**config.mk**
```make
export PLATFORM = sky130hd
export DESIGN_NAME = two_class_priority_queue
export DESIGN_NICKNAME = d
export VERILOG_FILES = /design/src/sv/tcpq_pkg.sv /design/src/sv/tcpq_ram.sv /design/src/sv/tcpq_seq.sv /design/src/sv/two_class_priority_queue.sv
export SDC_FILE = /design/constraint.sdc
export NUM_CORES = 1
export LEC_CHECK = 0
export BUFFER_PORTS_ARGS = -buffer_cell sky130_fd_sc_hd__clkbuf_2
export CAP_MARGIN = 40
export CORE_UTILIZATION = 47
export DETAILED_ROUTE_END_ITERATION = 8
export GPL_TIMING_DRIVEN = 1
export PLACE_DENSITY = 0.66
export SETUP_SLACK_MARGIN = 0.02
export SYNTH_ARGS = -nofsm -noshare
export SYNTH_HDL_FRONTEND = slang
export SYNTH_SLANG_ARGS = --single-unit
```
**constraint.sdc**
```tcl
create_clock -name clk -period 3.9 [get_ports clk]
set_input_delay 0.78 -clock clk [delete_from_list [all_inputs] [get_ports clk]]
set_output_delay 0.78 -clock clk [all_outputs]
set_load 0.02 [all_outputs]
```
**src/sv/tcpq_pkg.sv**
```systemverilog
`timescale 1ns / 1ps
// Shared constants, codes and types of the two-class priority queue.
package tcpq_pkg;

  localparam int QUEUE_DEPTH_DEFAULT = 16;

  localparam int VALUE_W  = 32;
  localparam int CMD_W    = 2;
  localparam int STATUS_W = 2;
  localparam int OCC_W    = 5;

  localparam logic signed [VALUE_W-1:0] THRESHOLD_RESET = 32'sd60;

  localparam logic [CMD_W-1:0] CMD_ENQ  = 2'd0;
  localparam logic [CMD_W-1:0] CMD_PENQ = 2'd1;
  localparam logic [CMD_W-1:0] CMD_DEQ  = 2'd2;

  localparam logic [STATUS_W-1:0] STATUS_OK    = 2'd0;
  localparam logic [STATUS_W-1:0] STATUS_EMPTY = 2'd1;
  localparam logic [STATUS_W-1:0] STATUS_FULL  = 2'd2;

  typedef struct packed {
    logic [VALUE_W-1:0]  value;
    logic [STATUS_W-1:0] status;
    logic [OCC_W-1:0]    occupancy;
  } result_t;

endpackage

```
**src/sv/tcpq_ram.sv**
```systemverilog
`timescale 1ns / 1ps
// Entry storage: one write port and one registered read port.
module tcpq_ram #(
  parameter int DEPTH  = tcpq_pkg::QUEUE_DEPTH_DEFAULT,
  parameter int ADDR_W = $clog2(DEPTH)
) (
  input  logic                         clk,
  input  logic                         wr_en,
  input  logic [ADDR_W-1:0]            wr_addr,
  input  logic [tcpq_pkg::VALUE_W-1:0] wr_data,
  input  logic                         rd_en,
  input  logic [ADDR_W-1:0]            rd_addr,
  output logic [tcpq_pkg::VALUE_W-1:0] rd_data
);

  logic [tcpq_pkg::VALUE_W-1:0] mem [DEPTH];

  always_ff @(posedge clk) begin
    if (wr_en) begin
      mem[wr_addr] <= wr_data;
    end
  end

  always_ff @(posedge clk) begin
    if (rd_en) begin
      rd_data <= mem[rd_addr];
    end
  end

endmodule

```
**src/sv/tcpq_seq.sv**
```systemverilog
`timescale 1ns / 1ps
// Command sequencer: ring pointers, threshold scan and one-slot-per-step shifting.
module tcpq_seq #(
  parameter int DEPTH = tcpq_pkg::QUEUE_DEPTH_DEFAULT
) (
  input  logic                                clk,
  input  logic                                rst,
  input  logic                                in_valid,
  output logic                                in_stall,
  input  logic [tcpq_pkg::CMD_W-1:0]          cmd,
  input  logic signed [tcpq_pkg::VALUE_W-1:0] value_in,
  input  logic signed [tcpq_pkg::VALUE_W-1:0] threshold,
  output logic                                res_valid,
  output tcpq_pkg::result_t                   res,
  input  logic                                res_take
);

  localparam int AW = (DEPTH > 1) ? $clog2(DEPTH) : 1;
  localparam int CW = $clog2(DEPTH + 1);
  localparam int SW = AW + 1;

  localparam logic [2:0] ST_IDLE     = 3'd0;
  localparam logic [2:0] ST_SCAN_RD  = 3'd1;
  localparam logic [2:0] ST_SCAN_CMP = 3'd2;
  localparam logic [2:0] ST_SHIFT_RD = 3'd3;
  localparam logic [2:0] ST_SHIFT_WR = 3'd4;
  localparam logic [2:0] ST_INS      = 3'd5;
  localparam logic [2:0] ST_DEQ      = 3'd6;
  localparam logic [2:0] ST_DONE     = 3'd7;

  function automatic logic [AW-1:0] ptr_inc(input logic [AW-1:0] p);
    return (p == AW'(DEPTH - 1)) ? '0 : AW'(p + 1'b1);
  endfunction

  function automatic logic [AW-1:0] ptr_dec(input logic [AW-1:0] p);
    return (p == '0) ? AW'(DEPTH - 1) : AW'(p - 1'b1);
  endfunction

  logic [2:0]                    state, state_next;
  logic [AW-1:0]                 head, head_next;
  logic [CW-1:0]                 count, count_next;
  logic [AW-1:0]                 scan_ptr, scan_ptr_next;
  logic [CW-1:0]                 scan_idx, scan_idx_next;
  logic [AW-1:0]                 pos_ptr, pos_ptr_next;
  logic [AW-1:0]                 dst_ptr, dst_ptr_next;
  logic [tcpq_pkg::VALUE_W-1:0]  val, val_next;
  logic [tcpq_pkg::VALUE_W-1:0]  res_value, res_value_next;
  logic [tcpq_pkg::STATUS_W-1:0] res_status, res_status_next;

  logic [SW-1:0]                 tail_sum;
  logic [AW-1:0]                 tail;
  logic                          full;
  logic                          empty;
  logic                          accept;
  logic signed [tcpq_pkg::VALUE_W-1:0] cmp_op;
  logic                          cmp_ge;
  logic [AW-1:0]                 dst_dec;

  logic                          wr_en;
  logic [AW-1:0]                 wr_addr;
  logic [tcpq_pkg::VALUE_W-1:0]  wr_data;
  logic                          rd_en;
  logic [AW-1:0]                 rd_addr;
  logic [tcpq_pkg::VALUE_W-1:0]  rd_data;

  tcpq_ram #(
    .DEPTH  (DEPTH),
    .ADDR_W (AW)
  ) u_ram (
    .clk     (clk),
    .wr_en   (wr_en),
    .wr_addr (wr_addr),
    .wr_data (wr_data),
    .rd_en   (rd_en),
    .rd_addr (rd_addr),
    .rd_data (rd_data)
  );

  // The tail slot is head plus count, wrapped once around the ring.
  assign tail_sum = SW'(head) + SW'(count);
  assign tail     = (tail_sum >= SW'(DEPTH)) ? AW'(tail_sum - SW'(DEPTH)) : AW'(tail_sum);
  assign full     = (count == CW'(DEPTH));
  assign empty    = (count == '0);
  assign accept   = in_valid && (state == ST_IDLE);
  // One threshold comparator serves the new value when idle and the read entry while scanning.
  assign cmp_op   = (state == ST_IDLE) ? value_in : $signed(rd_data);
  assign cmp_ge   = (cmp_op >= threshold);
  assign dst_dec  = ptr_dec(dst_ptr);

  assign in_stall      = (state != ST_IDLE);
  assign res_valid     = (state == ST_DONE);
  assign res.value     = res_value;
  assign res.status    = res_status;
  assign res.occupancy = tcpq_pkg::OCC_W'(count);

  always_comb begin
    state_next      = state;
    head_next       = head;
    count_next      = count;
    scan_ptr_next   = scan_ptr;
    scan_idx_next   = scan_idx;
    pos_ptr_next    = pos_ptr;
    dst_ptr_next    = dst_ptr;
    val_next        = val;
    res_value_next  = res_value;
    res_status_next = res_status;
    wr_en           = 1'b0;
    wr_addr         = pos_ptr;
    wr_data         = val;
    rd_en           = 1'b0;
    rd_addr         = head;

    unique case (state)
      ST_IDLE: begin
        if (accept) begin
          val_next        = value_in;
          res_value_next  = '0;
          res_status_next = tcpq_pkg::STATUS_OK;
          unique case (cmd) inside
            tcpq_pkg::CMD_ENQ,
            tcpq_pkg::CMD_PENQ: begin
              if (full) begin
                res_status_next = tcpq_pkg::STATUS_FULL;
                state_next      = ST_DONE;
              end else if (cmd == tcpq_pkg::CMD_PENQ && cmp_ge && !empty) begin
                scan_ptr_next = head;
                scan_idx_next = '0;
                state_next    = ST_SCAN_RD;
              end else begin
                pos_ptr_next = tail;
                state_next   = ST_INS;
              end
            end
            tcpq_pkg::CMD_DEQ: begin
              if (empty) begin
                res_status_next = tcpq_pkg::STATUS_EMPTY;
                state_next      = ST_DONE;
              end else begin
                rd_en      = 1'b1;
                rd_addr    = head;
                state_next = ST_DEQ;
              end
            end
            default: begin
              state_next = ST_DONE;
            end
          endcase
        end
      end

      ST_SCAN_RD: begin
        rd_en      = 1'b1;
        rd_addr    = scan_ptr;
        state_next = ST_SCAN_CMP;
      end

      ST_SCAN_CMP: begin
        if (cmp_ge) begin
          if (CW'(scan_idx + 1'b1) == count) begin
            // Every held entry is a priority entry: the new one goes last.
            pos_ptr_next = tail;
            state_next   = ST_INS;
          end else begin
            scan_idx_next = CW'(scan_idx + 1'b1);
            scan_ptr_next = ptr_inc(scan_ptr);
            state_next    = ST_SCAN_RD;
          end
        end else begin
          pos_ptr_next = scan_ptr;
          dst_ptr_next = tail;
          state_next   = ST_SHIFT_RD;
        end
      end

      ST_SHIFT_RD: begin
        rd_en      = 1'b1;
        rd_addr    = dst_dec;
        state_next = ST_SHIFT_WR;
      end

      ST_SHIFT_WR: begin
        wr_en        = 1'b1;
        wr_addr      = dst_ptr;
        wr_data      = rd_data;
        dst_ptr_next = dst_dec;
        state_next   = (dst_dec == pos_ptr) ? ST_INS : ST_SHIFT_RD;
      end

      ST_INS: begin
        wr_en      = 1'b1;
        wr_addr    = pos_ptr;
        wr_data    = val;
        count_next = CW'(count + 1'b1);
        state_next = ST_DONE;
      end

      ST_DEQ: begin
        res_value_next = rd_data;
        head_next      = ptr_inc(head);
        count_next     = CW'(count - 1'b1);
        state_next     = ST_DONE;
      end

      ST_DONE: begin
        if (res_take) begin
          state_next = ST_IDLE;
        end
      end

      default: begin
        state_next = ST_IDLE;
      end
    endcase
  end

  always_ff @(posedge clk) begin
    if (rst) begin
      state <= ST_IDLE;
      head  <= '0;
      count <= '0;
    end else begin
      state <= state_next;
      head  <= head_next;
      count <= count_next;
    end
  end

  always_ff @(posedge clk) begin
    scan_ptr   <= scan_ptr_next;
    scan_idx   <= scan_idx_next;
    pos_ptr    <= pos_ptr_next;
    dst_ptr    <= dst_ptr_next;
    val        <= val_next;
    res_value  <= res_value_next;
    res_status <= res_status_next;
  end

endmodule

```
**src/sv/two_class_priority_queue.sv**
```systemverilog
`timescale 1ns / 1ps
// Top level of the two-class priority queue: threshold register and output register.
//
// Commands arrive on the input channel (in_valid, in_stall, cmd, value_in): enqueue at
// the tail, priority enqueue, or dequeue of the head. Each accepted beat yields exactly
// one result beat on the output channel (out_valid, out_stall, value_out, status,
// occupancy). The threshold is written through cfg_valid / cfg_ready / cfg_data; the
// user must write it only while the queue is idle, which the block does not enforce.
// cfg_ready is always high. Entries live in a single-port-read, single-port-write ring
// memory, and one sequencer touches one entry per memory access. A rejected or unused
// command goes straight to the done state, a plain enqueue through the insert state and
// a dequeue through the dequeue state. A priority enqueue of a value at or above the
// threshold into a non-empty queue first reads and compares the leading priority
// entries, plus the first ordinary entry when there is one, then moves the entries
// behind the gap back with a read and a write each, then inserts. The result beat
// appears at the edge that drops in_stall, so latency equals the stall time.
// Reset empties the queue, clears out_valid and loads the threshold with 60; no memory
// clearing pass is needed. While out_stall holds a result, the next command may still
// be processed, but its result is held back and in_stall stays high until the
// output register frees.
module two_class_priority_queue #(
  parameter int QUEUE_DEPTH = tcpq_pkg::QUEUE_DEPTH_DEFAULT
) (
  input  logic                                   clk,
  input  logic                                   rst,
  input  logic                                   in_valid,
  output logic                                   in_stall,
  input  logic [tcpq_pkg::CMD_W-1:0]             cmd,
  input  logic signed [tcpq_pkg::VALUE_W-1:0]    value_in,
  output logic                                   out_valid,
  input  logic                                   out_stall,
  output logic signed [tcpq_pkg::VALUE_W-1:0]    value_out,
  output logic [tcpq_pkg::STATUS_W-1:0]          status,
  output logic [tcpq_pkg::OCC_W-1:0]             occupancy,
  input  logic                                   cfg_valid,
  output logic                                   cfg_ready,
  input  logic signed [tcpq_pkg::VALUE_W-1:0]    cfg_data
);

  logic signed [tcpq_pkg::VALUE_W-1:0] threshold;
  logic                                res_valid;
  tcpq_pkg::result_t                   res;
  logic                                res_take;

  assign cfg_ready = 1'b1;

  always_ff @(posedge clk) begin
    if (rst) begin
      threshold <= tcpq_pkg::THRESHOLD_RESET;
    end else if (cfg_valid && cfg_ready) begin
      threshold <= cfg_data;
    end
  end

  tcpq_seq #(
    .DEPTH (QUEUE_DEPTH)
  ) u_seq (
    .clk       (clk),
    .rst       (rst),
    .in_valid  (in_valid),
    .in_stall  (in_stall),
    .cmd       (cmd),
    .value_in  (value_in),
    .threshold (threshold),
    .res_valid (res_valid),
    .res       (res),
    .res_take  (res_take)
  );

  // The output register takes a ready result when it is empty or its beat is leaving.
  assign res_take = res_valid && (!out_valid || !out_stall);

  always_ff @(posedge clk) begin
    if (rst) begin
      out_valid <= 1'b0;
    end else if (res_take) begin
      out_valid <= 1'b1;
    end else if (!out_stall) begin
      out_valid <= 1'b0;
    end
  end

  always_ff @(posedge clk) begin
    if (res_take) begin
      value_out <= res.value;
      status    <= res.status;
      occupancy <= res.occupancy;
    end
  end

endmodule

```
Word-level counts from Yosys, hierarchy flattened
Memories as Yosys holds them, arrays and structs flattened. A register that Yosys moved wholly into a read port is not among the register bits.
Index checks and enable logic that the tools add are counted.
Widths: inputs -> output; s select.
{ "word_totals": {"ram_bits": 512, "out_inout_bits": 42, "n_memories": 1, "elab_cells": 134, "inputBits": 71, "ff_bits": 167} }
{ "op_classes": {"n_reduce_logical": 27, "n_eq_ne": 25, "order_cmp": 2, "add_sub_neg": 8, "mux": 56} }
{ "mem_list": {"columns": ["name", "words", "word_bits", "read_ports", "rd_clocked_by_memory_dff", "wr", "line", "rtl"], "rows": [
  ["u_seq.u_ram.mem", 16, 32, 1, 1, 1, "tcpq_ram.sv:16", "logic [tcpq_pkg::VALUE_W-1:0] mem [DEPTH];"]
]} }
{ "op_table": {"columns": ["operator", "n"], "rows": [
  ["$mux 32", 3],
  ["$mux 4", 18],
  ["$pmux 32 s2", 1],
  ["$ge 32x32->1", 1],
  ["$pmux 4 s2", 4],
  ["$mux 5", 6],
  ["$mux 3", 7],
  ["$pmux 3 s7", 1],
  ["$pmux 5 s2", 2],
  ["$eq 3x3->1 const B", 4],
  ["$ne 2x2->1 const B", 6],
  ["$add 5x1->5 const B", 2],
  ["$mux 1", 10],
  ["$add 4x1->4 const B", 2],
  ["$eq 4x4->1 const B", 2],
  ["$ne 2x1->1 const B", 4],
  ["$reduce_and 2->1", 4],
  ["$reduce_bool 2->1", 4],
  ["$reduce_or 2->1", 4],
  ["$sub 4x1->4 const B", 2],
  ["$reduce_and 7->1", 1],
  ["$eq 3x2->1 const B", 2],
  ["$pmux 3 s2", 1],
  ["$reduce_and 6->1", 1],
  ["21 further kinds", 26]
]} }

Depth between registers and ports, before layout
{ "depth": {"ltp_word": 10, "ltp_mapped": 13, "mapped_depth_nobuf": 11} }

Modules after synthesis
A second synthesis with hierarchy kept.
{ "unflattened": {"cells_unflattened": 1577, "area_unflattened_um2": 28462.3} }
{ "by_module_without_submodules": {"columns": ["module", "seq_area_each_um2", "cells_each", "n_inst", "area_per_inst_um2"], "rows": [
  ["tcpq_ram", 16335.7, 838, 1, 20155.6],
  ["tcpq_seq", 2732.6, 590, 1, 5906.9],
  ["two_class_priority_queue", 1831.8, 149, 1, 2399.8]
]} }

Worst setup path after synthesis
OpenSTA, ideal clock, no wires.
{ "synth_timing": {"path_type": "register to register", "start": "register u_seq.state[1]", "end": "register u_seq.scan_idx[0], enable pin", "path_stages_with_launch": 12, "path_buffers": 2, "setup_ns": 0.389, "setup_slack_ns": -0.230, "t_arrival_ns": 3.741, "t_required_ns": 3.511, "synth_period_minus_slack_ns": 4.130, "cell_sequence": "dfxtp_1 buf_2 nor3_1 clkinv_1 clkbuf_1 mux2_2 ha_1 nand4_1 or4_1 a31oi_2 o21bai_2 nor3b_1"} }
{ "synth_between": {"elab_chain_cells": 7, "word_cells_on_any_way": 15, "cone_classes": "order compare (1); eq/ne (7); mux (1); reduce/logical (6)"} }
{ "synth_rtl": {"columns": ["element", "line", "rtl"], "rows": [
  ["start, declared", "tcpq_seq.sv:39", "logic [2:0] state, state_next;"],
  ["start signal, assigned", "tcpq_seq.sv:222", "state <= state_next;"],
  ["$logic_not 3->1", "tcpq_seq.sv:84, tcpq_seq.sv:86, tcpq_seq.sv:113", null],
  ["$mux 32", "tcpq_seq.sv:86", "assign cmp_op = (state == ST_IDLE) ? value_in : $signed(rd_data);"],
  ["$ge 32x32->1", "tcpq_seq.sv:87", "assign cmp_ge = (cmp_op >= threshold);"],
  ["$logic_and 1x1->1 (2 in series)", "tcpq_seq.sv:125", "end else if (cmd == tcpq_pkg::CMD_PENQ && cmp_ge && !empty) begin"],
  ["$ne 2x2->1 (no source line)", null, null],
  ["$reduce_and 7->1 (no source line) (*)", null, null],
  ["end signal, assigned", "tcpq_seq.sv:230", "scan_idx <= scan_idx_next;"],
  ["end, declared", "tcpq_seq.sv:43", "logic [CW-1:0] scan_idx, scan_idx_next;"]
]} }
Every way passes the cells marked *; elsewhere a longest branch is shown, timed or not.
A chain may end at the register's enable or synchronous reset.

Worst setup path after layout
{ "layout_timing": {"start": "register u_seq.state[2]", "end": "register u_seq.pos_ptr[0], data pin"} }
{ "layout_between": {"elab_chain_cells": 5, "word_cells_on_any_way": 6, "cone_classes": "order compare (1); eq/ne (1); mux (3); reduce/logical (1)"} }
{ "layout_rtl": {"columns": ["element", "line", "rtl"], "rows": [
  ["$logic_not 3->1", "tcpq_seq.sv:86, tcpq_seq.sv:113", null],
  ["$mux 32", "tcpq_seq.sv:86", null],
  ["$ge 32x32->1", "tcpq_seq.sv:87", null],
  ["$mux 4", "tcpq_seq.sv:158", "if (cmp_ge) begin"],
  ["$pmux 4 s2 (*)", "tcpq_seq.sv:113", "unique case (state)"],
  ["named net u_seq.pos_ptr_next[0]", "tcpq_seq.sv:44", "logic [AW-1:0] pos_ptr, pos_ptr_next;"],
  ["end signal, assigned", "tcpq_seq.sv:231", "pos_ptr <= pos_ptr_next;"],
  ["end, declared", "tcpq_seq.sv:44", null]
]} }
The timed path passes the listed nets; every way through them passes the cells marked *.

==> summary.txt <==
Cells and area
  – Antenna diode count: 0
  – Share of post-route cells with drive strength above 1: approximately 18%
  – Nets@finish: 2151
  – Final Instance Area: roughly 0.035 sq mm
  – Fillcell total: between 4000 and 5000
  – Layout area overhead: 16.38%

Setup path
  – Worst setup SP type: flip-flop
  – R2R Setup Slk: between 0.2 and 0.25 ns
  – Data arrival time of the worst path: about 4.0 ns
  – Worst EP required: approximately 4.3 ns
  – CP endpoint kind: flip-flop
  – CP max FO: 13
  – Worst setup path class: flip-flop to flip-flop

Logic synthesis
  – Post-synthesis cell type count: 53
  – Yosys warning total: 0
  – Syn Area/Cell: ~16 sq um
  – Synth Instances: approximately 1900
  – Post-synth top area share: about two thirds
  – Mapped Nets: 1967
  – Leading area contributor after synthesis: edfxtp_1
  – Synth Register Bits: slightly above 700
  – EDFF count, synth: between 600 and 700
  – Most frequent cell after synthesis: edfxtp_1
  – Synth Cell Area: slightly below 0.03 sq mm
  – Top post-synthesis cells by area: edfxtp_1 67%, mux2i_1 17%, dfxtp_1 3.0%
  – Async set-reset flop share out of synthesis: 0%
  – Sequential area share after synthesis: a little over two thirds
  – Ys flop type: edfxtp_1
  – Synth top cells by count: 666 x edfxtp_1, 514 x mux2i_1, 132 x nand2_1

Die
  – Initial cell density of the core: a little under half
  – Die width: approximately 250 um
  – Core ar.: 0.06217 sq mm
  – Area of the die: 0.06447 sq mm
  – # IOs: about 110
  – Die Y: approximately 250 um
  – # rows: 91

Timing
  – Crit path time final: roughly 3.7 ns
  – Max-slew violation count: 0
  – Final setup fails: 0
  – Hold Vio Cnt, Final: 0
  – Max Clock Skew: between 0.02 and 0.025 ns
  – Worst hold slack: between 0.3 and 0.4 ns
  – Final period util: between 90% and 100%
  – Relative slew slack: 38.52%
  – Slew of the pin with the lowest slew margin: ~0.92 ns
  – FMAX: around 270 MHz
  – RSZ-0062 raised after global routing: false

Drt
  – Detailed-route DRC error count: 0
  – Via count: 16090
  – ANT nets after route: 0
  – DRT iter0 DRCs: approximately 1400
  – Final WL: between 60000 and 70000 um
  – Wire per inst: ~23 um
  – Drt pass-1 iters: 5
  – Via/cell ratio: 5.485

Pwr
  – Pwr per Cell Area: between 700 and 800 mW/mm^2
  – P_leak: ~0.014 uW
  – Power Total: 25270 uW
  – Maximum vdd drop: ~0.39 mV

Placement
  – Routability Congestion: 0.7955
  – Port Buffer Count: 111
  – Placed inst area: roughly 0.032 sq mm
  – Placed wire-length estimate: a little over 40000 um

Clock network
  – CTS tree: done
  – H-tree Lvls: 3
  – Clock transition at path regs: approximately 0.07 ns
  – Latest clock arrival within the worst-skew pair: around 0.62 ns
  – CTS sink cnt: 711
  – Hold buffers post-CTS: 0
  – Num CTS Buffers: 76
  – CTS root buf: clkbuf_16
  – Max Buffers Root-to-Sink: 3

Run status
  – Outcome: finished, final reports clean

GRT
  – Gr usage total: around a fifth
  – Gr ovfl total: 0
  – Vias in the first global route: approximately 16000
  – Initial antenna violation count: 0
  – Global-route wire length before repair: approximately 100000 um
  – Largest net degree at the start of global routing: 65

Run
  – Total of max-cap violations: 0

Min path
  – Hold crit path type: input pin to flip-flop
## per-layer routing
layer	track usage, %	vias up	wire [um]
met3	3.185	92	3503
li1	-	7389	-
met2	35.31	418	32740
met1	29.56	8193	30250
met4	4.974	0	1172
met5	0	-	0
## final cells by class
cell class | count | area, sq um | area share, %
Sequential cell | 711 | 20900 | 60.22
Multi-Input combinational cell | 1007 | 8454 | 24.36
Clock buffer | 97 | 2064 | 5.948
Timing Repair Buffer | 193 | 1546 | 4.455
Tap cell | 837 | 1047 | 3.017
Clock inverter | 43 | 524.3 | 1.510
Inverter | 46 | 172.7 | 0.4974
## sequential cells by signal, summed over array words and instances, names as in the netlist, 3 cells and up
register and cells:
u_seq.scan_idx 5, u_seq.count 5, u_seq.res_value 32, u_seq.state 3, value_out 32, u_seq.u_ram.rd_data 32
u_seq.head 4, u_seq.dst_ptr 4, occupancy 5, u_seq.u_ram.mem 512, u_seq.pos_ptr 4, threshold 32
u_seq.scan_ptr 4, u_seq.val 32
## where the power goes
part	internal [uW]	switching, uW	total, uW
sequential	10100	376	10500
combinational	2800	4530	7340
clock	4490	2940	7430
total	17400	7850	25300
## kinds of logic after synthesis
| kind of cell | synth area share, % |
|---|---|
| compound gates | 1.770 |
| buf+inv | 2.337 |
| xor+xnor | 0.6167 |
| fa+ha+maj | 1.938 |
| simple gates | 4.606 |
| other cells | 0.01257 |
| mux | 18.65 |
| flops | 70.07 |
## timing repair
item	CTS	global route
endpoints found under the setup margin	22	18
pin swaps	0	4
gates resized for setup	2	3
setup buffers	0	2
gates cloned	0	0
## per-stage QoR
| step | util (%) | TNS (ns) | std cells | worst slack (ns) |
|---|---|---|---|---|
| CTS | 55.77 | 0 | 2932 | 0.05854 |
| global placement | 51.39 | -0.6862 | 2785 | -0.07641 |
| floorplan | - | 0 | 1851 | 0.08119 |
| finish | 55.83 | 0 | 2934 | 0.2496 |
| detailed placement | 51.59 | -2.807 | 2792 | -0.2490 |
| global route | 55.83 | 0 | 2934 | 0.07237 |
## placed cells by master, fill, tap and decap left out, types with 8 or more instances in the layout
cell	synthesis	final
and3_1	35	35
nand3_1	9	9
edfxtp_1	666	666
mux2i_1	514	514
xor2_1	12	12
nand4_1	10	10
nor2_4	0	16
clkbuf_16	0	79
dfxtp_1	45	44
nor3_1	9	8
o21ai_0	16	15
nand2_1	132	131
mux2_2	37	37
clkinv_1	1	16
inv_1	45	44
buf_4	44	52
ha_1	43	43
bufinv_16	0	11
nor2_1	76	60
clkbuf_2	0	111
a21oi_1	37	35
buf_12	0	27
clkbuf_1	20	16
xnor2_1	9	9
## final timing paths
kind / startpoint / endpoint / cells after the start
worst max-delay path: u_seq.state[2]$_SDFFE_PP0P_ / u_seq.pos_ptr[0]$_DFFE_PP_ / 12
worst min-delay path: value_in[27] / u_seq.val[27]$_DFFE_PP_ / 1
worst max register to register: u_seq.state[2]$_SDFFE_PP0P_ / u_seq.pos_ptr[0]$_DFFE_PP_ / 12
worst min register to register: u_seq.res_value[25]$_SDFFCE_PN0P_ / value_out[25]$_DFFE_PP_ / 0
## critical path: stages, from the launching register on
cell and delay (ns):
dfxtp_1 0.34, nor3_4 0.29, inv_2 0.06, buf_4 0.20
buf_12 0.17, mux2_2 0.28, ha_1 0.33, nand4_1 0.21
or4_4 0.59, a31oi_2 0.20, nor3_1 0.08, o21ai_2 0.27
mux2_2 0.37
No activity file was read; power rests on OpenSTA's default activity.
